## config.mk

```make
export PLATFORM = sky130hd
export DESIGN_NAME = touch_tap_gesture_to_mouse_unit
export DESIGN_NICKNAME = d
export VERILOG_FILES = /design/src/hw/rtl/ttgm_pkg.sv /design/src/hw/rtl/touch_tap_gesture_to_mouse_unit.sv
export SDC_FILE = /design/constraint.sdc
export NUM_CORES = 2
export LEC_CHECK = 0
export CAP_MARGIN = 20
export CORE_MARGIN = 5
export CORE_UTILIZATION = 30
export CTS_CLUSTER_SIZE = 24
export DETAILED_ROUTE_END_ITERATION = 8
export DONT_BUFFER_PORTS = 1
export PLACE_DENSITY_LB_ADDON = 0.08
export SLEW_MARGIN = 20
export SYNTH_ARGS = -nofsm -noshare
export SYNTH_HDL_FRONTEND = slang
export SYNTH_SLANG_ARGS = --single-unit
```

## constraint.sdc

```tcl
create_clock -name clk -period 9.55 [get_ports clk]
set_input_delay 1.91 -clock clk [delete_from_list [all_inputs] [get_ports clk]]
set_output_delay 1.91 -clock clk [all_outputs]
set_load 0.05 [all_outputs]
```

## src/hw/rtl/ttgm_pkg.sv

```systemverilog
// Shared types, field widths and helpers for the touch tap gesture to mouse unit.
// Used by the top level and by its port checker; depends on nothing else.
package ttgm_pkg;

  // field widths
  localparam int unsigned SIZE_W   = 13;
  localparam int unsigned FRAC_W   = 16;
  localparam int unsigned PX_W     = 12;
  localparam int unsigned TIME_W   = 32;
  localparam int unsigned MS_W     = 16;
  localparam int unsigned ACC_W    = 16;
  localparam int unsigned STEP_W   = 8;
  localparam int unsigned FCNT_W   = 4;
  localparam int unsigned TAP_W    = 8;
  localparam int unsigned CFG_IDX_W = 2;
  localparam int unsigned CFG_DATA_W = 16;

  // packed stream widths, padded to whole bytes
  localparam int unsigned IN_DATA_W  = 120;
  localparam int unsigned OUT_DATA_W = 72;

  // reset values of the configuration registers
  localparam logic [SIZE_W-1:0] SCREEN_W_RST    = 13'd640;
  localparam logic [SIZE_W-1:0] SCREEN_H_RST    = 13'd480;
  localparam logic [MS_W-1:0]   RELEASE_WAIT_RST = 16'd150;
  localparam logic [MS_W-1:0]   TAP_GAP_RST      = 16'd250;

  localparam logic [PX_W-1:0]   PX_MAX   = 12'd4095;
  localparam logic [FCNT_W-1:0] FCNT_MAX = 4'd15;
  localparam logic [TAP_W-1:0]  TAP_MAX  = 8'd255;

  typedef enum logic [2:0] {
    ACT_DOWN   = 3'd0,
    ACT_MOTION = 3'd1,
    ACT_UP     = 3'd2,
    ACT_WHEEL  = 3'd3,
    ACT_MOUSE  = 3'd4,
    ACT_POLL   = 3'd5
  } action_t;

  typedef enum logic [CFG_IDX_W-1:0] {
    REG_SCREEN_W     = 2'd0,
    REG_SCREEN_H     = 2'd1,
    REG_RELEASE_WAIT = 2'd2,
    REG_TAP_GAP      = 2'd3
  } cfg_reg_t;

  // pixel from 13-bit scaled product top, clamped to the pixel range
  function automatic logic [PX_W-1:0] px_clamp(input logic [SIZE_W-1:0] p);
    return p[SIZE_W-1] ? PX_MAX : p[PX_W-1:0];
  endfunction

  // 16-bit signed accumulate with saturation, delta up to 18 bits signed
  function automatic logic signed [ACC_W-1:0] sat_add(
    input logic signed [ACC_W-1:0] acc,
    input logic signed [17:0]      delta
  );
    logic signed [17:0] sum;
    sum = 18'(acc) + delta;
    if (sum > 18'sd32767) begin
      return 16'sh7FFF;
    end else if (sum < -18'sd32768) begin
      return 16'sh8000;
    end
    return sum[ACC_W-1:0];
  endfunction

endpackage

```

## src/hw/rtl/touch_tap_gesture_to_mouse_unit.sv

```systemverilog
// Touch tap gesture to mouse unit: finger and mouse items in, mouse reports out; uses ttgm_pkg.
// Path: a poll item's report passes the input register, which holds the scaled pixels,
// and then the state update and report register before it is offered.
// Throughput: one item per cycle; a poll waits in the input stage only while a
// report is held in the output register and not taken.
// Reset: synchronous active-low rst_n clears valids and gesture state; loads config defaults.
module touch_tap_gesture_to_mouse_unit (
  input  logic                                 clk,
  input  logic                                 rst_n,
  // input stream
  input  logic                                 in_tvalid,
  output logic                                 in_tready,
  // tdata from bit 0: touch_x[16], touch_y[16], time_ms[32], wheel_step_x[8],
  // wheel_step_y[8], mouse_dx[16], mouse_dy[16], mouse_left, mouse_right, pad[6]
  input  logic [ttgm_pkg::IN_DATA_W-1:0]       in_tdata,
  // tuser: action[3]
  input  logic [2:0]                           in_tuser,
  // report stream
  output logic                                 out_tvalid,
  input  logic                                 out_tready,
  // tdata from bit 0: report_dx[16], report_dy[16], left_click, right_click,
  // report_wheel_x[16], report_wheel_y[16], pad[6]
  output logic [ttgm_pkg::OUT_DATA_W-1:0]      out_tdata,
  // configuration write channel
  input  logic                                 cfg_valid,
  output logic                                 cfg_ready,
  input  logic [ttgm_pkg::CFG_IDX_W-1:0]       cfg_index,
  input  logic [ttgm_pkg::CFG_DATA_W-1:0]      cfg_data
);
  import ttgm_pkg::*;

  // configuration registers
  logic [SIZE_W-1:0] screen_w_r, screen_h_r;
  logic [MS_W-1:0]   release_wait_r, tap_gap_r;

  assign cfg_ready = 1'b1;

  always_ff @(posedge clk) begin
    if (!rst_n) begin
      screen_w_r     <= SCREEN_W_RST;
      screen_h_r     <= SCREEN_H_RST;
      release_wait_r <= RELEASE_WAIT_RST;
      tap_gap_r      <= TAP_GAP_RST;
    end else if (cfg_valid && cfg_ready) begin
      unique case (cfg_reg_t'(cfg_index))
        REG_SCREEN_W:     screen_w_r     <= cfg_data[SIZE_W-1:0];
        REG_SCREEN_H:     screen_h_r     <= cfg_data[SIZE_W-1:0];
        REG_RELEASE_WAIT: release_wait_r <= cfg_data[MS_W-1:0];
        REG_TAP_GAP:      tap_gap_r      <= cfg_data[MS_W-1:0];
        default: ;
      endcase
    end
  end

  // input field unpack
  logic [FRAC_W-1:0] in_touch_x, in_touch_y;
  assign in_touch_x = in_tdata[15:0];
  assign in_touch_y = in_tdata[31:16];

  // pixel scaling ahead of the input register
  logic [FRAC_W+SIZE_W-1:0] prod_x, prod_y;
  assign prod_x = (FRAC_W+SIZE_W)'(in_touch_x) * (FRAC_W+SIZE_W)'(screen_w_r);
  assign prod_y = (FRAC_W+SIZE_W)'(in_touch_y) * (FRAC_W+SIZE_W)'(screen_h_r);

  // input stage register
  logic                     s1_valid_r;
  logic [2:0]               s1_action_r;
  logic [PX_W-1:0]          s1_px_x_r, s1_px_y_r;
  logic [TIME_W-1:0]        s1_time_r;
  logic signed [STEP_W-1:0] s1_step_x_r, s1_step_y_r;
  logic [ACC_W-1:0]         s1_mdx_r, s1_mdy_r;
  logic                     s1_mleft_r, s1_mright_r;

  logic s1_poll, out_free, s1_adv;
  assign s1_poll   = (action_t'(s1_action_r) == ACT_POLL);
  assign out_free  = !out_tvalid || out_tready;
  assign s1_adv    = s1_valid_r && (!s1_poll || out_free);
  assign in_tready = !s1_valid_r || s1_adv;

  always_ff @(posedge clk) begin
    if (!rst_n) begin
      s1_valid_r <= 1'b0;
    end else if (in_tready) begin
      s1_valid_r <= in_tvalid;
    end
  end

  always_ff @(posedge clk) begin
    if (in_tvalid && in_tready) begin
      s1_action_r <= in_tuser;
      s1_px_x_r   <= px_clamp(prod_x[FRAC_W+SIZE_W-1:FRAC_W]);
      s1_px_y_r   <= px_clamp(prod_y[FRAC_W+SIZE_W-1:FRAC_W]);
      s1_time_r   <= in_tdata[63:32];
      s1_step_x_r <= in_tdata[71:64];
      s1_step_y_r <= in_tdata[79:72];
      s1_mdx_r    <= in_tdata[95:80];
      s1_mdy_r    <= in_tdata[111:96];
      s1_mleft_r  <= in_tdata[112];
      s1_mright_r <= in_tdata[113];
    end
  end

  // gesture state
  logic                    touch_mode_r, touch_mode_nxt;
  logic [PX_W-1:0]         last_x_r, last_x_nxt, last_y_r, last_y_nxt;
  logic signed [ACC_W-1:0] acc_dx_r, acc_dx_nxt, acc_dy_r, acc_dy_nxt;
  logic [FCNT_W-1:0]       fcnt_r, fcnt_nxt;
  logic [TIME_W-1:0]       down_t_r, down_t_nxt, up_t_r, up_t_nxt;
  logic [TAP_W-1:0]        taps_r, taps_nxt;
  logic                    done_r, done_nxt;
  logic signed [ACC_W-1:0] wheel_x_r, wheel_x_nxt, wheel_y_r, wheel_y_nxt;

  // report register
  logic                    out_valid_r, out_valid_nxt;
  logic [ACC_W-1:0]        rep_dx_r, rep_dx_nxt, rep_dy_r, rep_dy_nxt;
  logic                    rep_left_r, rep_left_nxt, rep_right_r, rep_right_nxt;
  logic [ACC_W-1:0]        rep_wx_r, rep_wx_nxt, rep_wy_r, rep_wy_nxt;

  // motion deltas and elapsed times
  logic signed [PX_W:0]  dlt_x, dlt_y;
  logic [TIME_W-1:0]     since_down, since_up;
  logic                  gap_over, wait_down, wait_up;

  assign dlt_x      = $signed({1'b0, s1_px_x_r}) - $signed({1'b0, last_x_r});
  assign dlt_y      = $signed({1'b0, s1_px_y_r}) - $signed({1'b0, last_y_r});
  assign since_down = s1_time_r - down_t_r;
  assign since_up   = s1_time_r - up_t_r;
  assign gap_over   = since_down > {16'd0, tap_gap_r};
  assign wait_down  = since_down > {16'd0, release_wait_r};
  assign wait_up    = since_up > {16'd0, release_wait_r};

  always_comb begin
    touch_mode_nxt = touch_mode_r;
    last_x_nxt     = last_x_r;
    last_y_nxt     = last_y_r;
    acc_dx_nxt     = acc_dx_r;
    acc_dy_nxt     = acc_dy_r;
    fcnt_nxt       = fcnt_r;
    down_t_nxt     = down_t_r;
    up_t_nxt       = up_t_r;
    taps_nxt       = taps_r;
    done_nxt       = done_r;
    wheel_x_nxt    = wheel_x_r;
    wheel_y_nxt    = wheel_y_r;
    rep_dx_nxt     = rep_dx_r;
    rep_dy_nxt     = rep_dy_r;
    rep_left_nxt   = rep_left_r;
    rep_right_nxt  = rep_right_r;
    rep_wx_nxt     = rep_wx_r;
    rep_wy_nxt     = rep_wy_r;
    out_valid_nxt  = out_valid_r && !out_tready;

    if (s1_adv) begin
      unique case (action_t'(s1_action_r)) inside
        ACT_DOWN: begin
          if (fcnt_r != FCNT_MAX) fcnt_nxt = fcnt_r + 4'd1;
          last_x_nxt = s1_px_x_r;
          last_y_nxt = s1_px_y_r;
          acc_dx_nxt = '0;
          acc_dy_nxt = '0;
          if (gap_over) begin
            taps_nxt = '0;
            done_nxt = 1'b0;
          end
          down_t_nxt     = s1_time_r;
          touch_mode_nxt = 1'b1;
        end
        ACT_MOTION, ACT_UP: begin
          acc_dx_nxt = sat_add(acc_dx_r, 18'(dlt_x));
          acc_dy_nxt = sat_add(acc_dy_r, 18'(dlt_y));
          last_x_nxt = s1_px_x_r;
          last_y_nxt = s1_px_y_r;
          if (action_t'(s1_action_r) == ACT_UP) begin
            if (fcnt_r != '0) fcnt_nxt = fcnt_r - 4'd1;
            if (taps_r != TAP_MAX) taps_nxt = taps_r + 8'd1;
            up_t_nxt = s1_time_r;
          end
          touch_mode_nxt = 1'b1;
        end
        ACT_WHEEL, ACT_MOUSE: begin
          if (action_t'(s1_action_r) == ACT_WHEEL) begin
            wheel_x_nxt = sat_add(wheel_x_r, 18'(s1_step_x_r));
            wheel_y_nxt = sat_add(wheel_y_r, 18'(s1_step_y_r));
          end
          // leaving touch mode drops the whole touch state
          if (touch_mode_r) begin
            last_x_nxt     = '0;
            last_y_nxt     = '0;
            acc_dx_nxt     = '0;
            acc_dy_nxt     = '0;
            fcnt_nxt       = '0;
            down_t_nxt     = '0;
            up_t_nxt       = '0;
            taps_nxt       = '0;
            done_nxt       = 1'b0;
            touch_mode_nxt = 1'b0;
          end
        end
        ACT_POLL: begin
          out_valid_nxt = 1'b1;
          if (touch_mode_r) begin
            rep_dx_nxt    = acc_dx_r;
            rep_dy_nxt    = acc_dy_r;
            acc_dx_nxt    = '0;
            acc_dy_nxt    = '0;
            rep_left_nxt  = 1'b0;
            rep_right_nxt = 1'b0;
            rep_wx_nxt    = '0;
            rep_wy_nxt    = '0;
            // no finger down: double tap is left, triple tap is right
            if (fcnt_r == 4'd0) begin
              if (wait_up && !done_r) begin
                if (taps_r == 8'd2) begin
                  rep_left_nxt = 1'b1;
                  done_nxt     = 1'b1;
                end else if (taps_r == 8'd3) begin
                  rep_right_nxt = 1'b1;
                  done_nxt      = 1'b1;
                end
              end
            // one finger held: tap-and-hold is left, double tap-and-hold is right
            end else if (fcnt_r == 4'd1) begin
              if (wait_down) begin
                if (taps_r == 8'd1) begin
                  rep_left_nxt = 1'b1;
                  done_nxt     = 1'b1;
                end else if (taps_r == 8'd2) begin
                  rep_right_nxt = 1'b1;
                  done_nxt      = 1'b1;
                end
              end
            end
          end else begin
            rep_dx_nxt    = s1_mdx_r;
            rep_dy_nxt    = s1_mdy_r;
            rep_left_nxt  = s1_mleft_r;
            rep_right_nxt = s1_mright_r;
            rep_wx_nxt    = wheel_x_r;
            rep_wy_nxt    = wheel_y_r;
            wheel_x_nxt   = '0;
            wheel_y_nxt   = '0;
          end
        end
        default: ;
      endcase
    end
  end

  // state and report registers
  always_ff @(posedge clk) begin
    if (!rst_n) begin
      touch_mode_r <= 1'b0;
      last_x_r     <= '0;
      last_y_r     <= '0;
      acc_dx_r     <= '0;
      acc_dy_r     <= '0;
      fcnt_r       <= '0;
      down_t_r     <= '0;
      up_t_r       <= '0;
      taps_r       <= '0;
      done_r       <= 1'b0;
      wheel_x_r    <= '0;
      wheel_y_r    <= '0;
      out_valid_r  <= 1'b0;
    end else begin
      touch_mode_r <= touch_mode_nxt;
      last_x_r     <= last_x_nxt;
      last_y_r     <= last_y_nxt;
      acc_dx_r     <= acc_dx_nxt;
      acc_dy_r     <= acc_dy_nxt;
      fcnt_r       <= fcnt_nxt;
      down_t_r     <= down_t_nxt;
      up_t_r       <= up_t_nxt;
      taps_r       <= taps_nxt;
      done_r       <= done_nxt;
      wheel_x_r    <= wheel_x_nxt;
      wheel_y_r    <= wheel_y_nxt;
      out_valid_r  <= out_valid_nxt;
    end
  end

  always_ff @(posedge clk) begin
    rep_dx_r    <= rep_dx_nxt;
    rep_dy_r    <= rep_dy_nxt;
    rep_left_r  <= rep_left_nxt;
    rep_right_r <= rep_right_nxt;
    rep_wx_r    <= rep_wx_nxt;
    rep_wy_r    <= rep_wy_nxt;
  end

  // report pack
  assign out_tvalid = out_valid_r;
  assign out_tdata  = {6'd0, rep_wy_r, rep_wx_r, rep_right_r, rep_left_r, rep_dy_r, rep_dx_r};

endmodule

```

**Yosys cells after proc, flatten, opt, wreduce, memory -nomap -nowiden**

Index checks and enable logic that the tools add are counted.

- Output and inout port bits: 75
- Logic and storage cells: 215
- Input bits: 146
- Register bits: 401

- Eq/ne operators: 29
- Mux-type cells: 87
- Multiply operators: 2
- Reduce and logical (&&, ||, !) cells: 41
- Add/subtract/negate cells: 11
- Magnitude comparators: 11

Operator list:

| cell | count |
|---|---|
| 2-to-1 mux 16 bit | 18 |
| case mux 32 bit (2 select lines) | 2 |
| greater-than comparator 32 x 16 -> 1 bit | 3 |
| case mux 16 bit (3 select lines) | 2 |
| greater-than comparator 17 x 16 -> 1 bit, second input constant | 4 |
| less-than comparator 17 x 16 -> 1 bit, second input constant | 4 |
| 2-to-1 mux 32 bit | 2 |
| case mux 16 bit (2 select lines) | 2 |
| subtractor 32 bit | 2 |
| multiplier 16 x 13 -> 29 bit | 2 |
| case mux 12 bit (2 select lines) | 2 |
| 2-to-1 mux 1 bit | 46 |
| adder 16 x 13 -> 17 bit | 2 |
| adder 16 x 8 -> 17 bit | 2 |
| 2-to-1 mux 8 bit | 4 |
| subtractor 12 x 12 -> 13 bit | 2 |
| case mux 8 bit (3 select lines) | 1 |
| equality test 8 x 2 -> 1 bit, second input constant | 2 |
| 2-to-1 mux 4 bit | 4 |
| != test 2 bit, second input constant | 7 |
| 2-to-1 mux 12 bit | 1 |
| case mux 4 bit (3 select lines) | 1 |
| AND reduction 2 bit | 6 |
| AND reduction 6 bit | 2 |
| 33 further kinds | 58 |

**Depth between registers and ports, before layout**

- Word-level depth: 10
- Gate-level depth with buffers: 26
- Depth with buffers taken out: 23

**Worst setup path after synthesis**

No wires, ideal clock.

- Path kind: input port to flip-flop
- From: input port in_tdata[12] (netlist bit)
- To: register s1_px_x_r[7] (data pin)
- Data arrival time: 7.414 ns
- Slack: 1.863 ns
- Data required time: 9.277 ns
- Cell stages on the path: 21
- Setup time: 0.273 ns
- Buffers on the path: 2
- Path through: clkbuf_1 > nand2_1 > fa_1 > inv_1 > fa_1 > fa_1 > inv_1 > fa_1 > inv_1 > fa_1 > ha_1 > a2111oi_0 > nand2b_1 > o21ai_0 > a211oi_1 > o311ai_0 > nand2b_1 > a21oi_1 > xnor2_1 > clkbuf_1 > o31ai_1

- Longest elaborated chain between the ends: 1

Ends and longest elaborated chain:

| what | line | RTL |
|---|---|---|
| start: declaration | touch_tap_gesture_to_mouse_unit.sv:15 | `input logic [ttgm_pkg::IN_DATA_W-1:0] in_tdata,` |
| multiplier 16 x 13 -> 29 bit | touch_tap_gesture_to_mouse_unit.sv:62 | `assign prod_x = (FRAC_W+SIZE_W)'(in_touch_x) * (FRAC_W+SIZE_W)'(screen_w_r);` |
| end signal: assignment | touch_tap_gesture_to_mouse_unit.sv:91 | `s1_px_x_r <= px_clamp(prod_x[FRAC_W+SIZE_W-1:FRAC_W]);` |
| end: declaration | touch_tap_gesture_to_mouse_unit.sv:68 | `logic [PX_W-1:0] s1_px_x_r, s1_px_y_r;` |

Every way passes these cells.
A chain may end at the register's enable or synchronous reset.

**Worst setup path in the final report**

- From: input port in_tdata[6] (netlist bit)
- To: register s1_px_x_r[9] (data pin)

Same word-level chain as after synthesis.

==> out/qor.yml <==
synth-async-reset-ratio_pct: 0
hp-class: "reg -> reg"
critical_path.max_stage_delay_ns: 0.73
start_util_pct: 30.2
final_max_slew_viol_count: 0
ant_nets: 0
std_cell_rows: 126
vdd_ir_drop_max_uv: 141
cp_slowest_cell: "a2111oi_0"
post-route-period-util_pct: 81.0
cp.arrival_ns: 8.07
path_cells: "and2_1 > fa_1 > inv_1 > fa_1 > fa_1 > fa_1 > inv_1 > fa_1 > ha_1 > a2111oi_0 > nand2b_1 > o21ai_0 > a211oi_1 > o311ai_0 > nand2b_1 > a21oi_1 > xnor2_1 > o21ai_0"
grt_overflow: 0
rsz0062_at_grt: "no"
drive_gt1_share_pct: 4.52
die_x_um: 355
clock-root-buffer: "clkbuf_16"
track_usage_pct: 16.4
routedWlPerCell_um: 19.0
path_clk_slew_ns: 0.06
crit_top_cell: "fa_1"
cpLargestDelayFamily: "adder cells"
largestRegisters: "down_t_r x32, s1_time_r x32, up_t_r x32"
tightestPinTransition_ns: 1.15
reg2reg_slack_ns: 2.16
period_needed_ns: 7.73
core_area_mm2: 0.118
final_cells: 5477
cts_hold_buf: 0
clk_latency_ns: 0.66
hpwl_um: 78200
cts_inserted_buffers: 53
min_path_cells: 2
fin_setup_tns_ns: 0
die_h_um: 355
max_freq_ghz: 0.129
synth_cell_types: 88
drt-total-wl_um: 104000
drc: 0
dp_cells: 5371
synth_top_area_share_pct: 17.7
syn_to_final_growth_pct: 9.32
ios: 221
drv_cap: 0
htreeDepth: 2
finalHoldViolCount: 0
clock-sinks: 401
maxSlewHeadroom_pct: 21.3
min_to: "down_t_r[10]"
drt_iter0_drc: 1254
avgSynthCellArea_um2: 8.94
dr.pass1.iters: 5
final_nets: 4699
final_common_cell: "nand2_1"
min_from: "down_t_r[10]"
finalSetupViolations: 0
worstPathMaxFanout: 13
startpoint_type: "primary input"
seq_area_frac_synth_pct: 27.5
critPathKind: "in -> reg"
status: "finished clean"
ys_warn_count: 0
path_depth: 18
syn_area_mm2: 0.0356
crit_buf_inv: 2
synth_ff_type: "dfxtp_1"
pre_cts_ws_ns: 1.05
yosysTopAreaCell: "fa_1"
reg2reg_to: "s1_px_x_r[9]"
grt_pass1_vias: 27320
grt_max_degree: 79
final_cell_mix: "579 x nand2_1, 532 x inv_1, 347 x ha_1"
power_density_mw_per_mm2: 173
crit_path_end_kind: "flip-flop"
io_buffers: 0
cts_tree: "done"
rr_worst_depth: 19
ys_seq_elements: 401
required_ns: 9.89
vias_per_cell: 4.83
fin_util_pct: 33.0
timing.rr.start: "screen_w_r[3]"
antenna_found_initial: 8
grt_pass1_wl_um: 163000
dr_total_vias: 26430
gp_congestion: 0.801
synth_cells: 3981
ctsResizeCount: 0
dieArea_mm2: 0.126
ys_top_cells_by_area: "fa_1 18%, edfxtp_1 15%, dfxtp_1 13%"
leakage_nw: 16.4
power_mw: 6.74
clock_path_buffers: 3
setup_ws_ns: 1.82
clock_skew_ns: 0.0356
synth_edf_count: 175
cts_setup_buffers: 0
## layer usage
metal / wire length, um / vias up / GRT usage (%) / share of wire [%]
li1: - / 13101 / - / -
met1: 51200 / 12868 / 23.2 / 49
met2: 46500 / 369 / 26.4 / 45
met3: 4420 / 88 / 2.96 / 4.3
met4: 1670 / 4 / 2.83 / 1.6
met5: 30 / - / 0 / 0.029
## synthesized netlist by cell type, types with 6 or more instances
master / instances
nand2_1: 580
inv_1: 534
ha_1: 347
fa_1: 314
a21oi_1: 286
dfxtp_1: 226
and2_1: 179
edfxtp_1: 175
clkbuf_1: 162
nor2_1: 160
o21ai_0: 127
nand3_1: 116
xnor2_1: 76
nor2b_1: 63
a21o_1: 57
xor2_1: 46
nand2b_1: 37
mux2_2: 35
o211ai_1: 33
a22oi_1: 29
o21a_1: 29
nand4_1: 27
nor3_1: 26
a211oi_1: 25
and3_1: 22
or3_1: 21
a22o_1: 17
a31oi_1: 16
maj3_1: 14
o21bai_1: 14
a21boi_0: 13
o31ai_1: 13
nor4_1: 11
a311oi_1: 9
buf_4: 9
o31a_1: 7
or4_1: 7
a2111oi_0: 6
and4_1: 6
mux2i_1: 6
## worst register-to-register path, stage by stage (launching register included)
cell and delay [ns]:
dfxtp_1 0.92, nand2_1 0.19, fa_1 0.59, inv_1 0.07, fa_1 0.51, fa_1 0.51, inv_1 0.05, fa_1 0.48
inv_1 0.05, fa_1 0.42, ha_1 0.30, a2111oi_0 0.73, nand2b_1 0.16, o21ai_0 0.49, a211oi_1 0.25, o311ai_0 0.50
nand2b_1 0.16, a21oi_1 0.21, xnor2_1 0.35, o21ai_0 0.19
## cell families after synthesis
| kind of cell | synth area share, % |
|---|---|
| compound gates | 13.2 |
| xor+xnor | 3.00 |
| fa+ha+maj | 30.2 |
| buf+inv | 7.63 |
| flops | 27.5 |
| mux | 1.28 |
| other cells | 0.0211 |
| simple gates | 17.1 |
## cell type report
cell class / instances / area (um2)
fillers: 12298 / 79000
multi-input cells: 2873 / 23200
well taps: 1536 / 1920
repair buffers: 29 / 245
clock inverters: 37 / 433
flip-flops and latches: 401 / 9780
inverters: 534 / 2010
diodes: 4 / 10.0
clock buffers: 63 / 1360
## worst max path at each step
stage	startpoint	to
3_5_place_dp	in_tdata[6]	s1_px_x_r[9]
6_report	in_tdata[6]	s1_px_x_r[9]
5_1_grt	in_tdata[6]	s1_px_x_r[9]
2_1_floorplan	in_tdata[12]	s1_px_x_r[7]
4_1_cts	in_tdata[6]	s1_px_x_r[9]
3_3_place_gp	in_tdata[6]	s1_px_x_r[9]
## power by group
group | internal, mW | total, mW | switching, mW
logic | 1.10 | 2.59 | 1.49
clock network | 1.22 | 2.08 | 0.862
registers | 1.95 | 2.07 | 0.124
## stage by stage
step,hold WS (ns),instance area [um2]
global placement,0.443,37100
floorplan,0.436,35600
CTS,0.455,38900
detailed placement,0.447,37100
finish,0.451,38900
global route,0.470,38900
(Power assumes the default switching activity.)
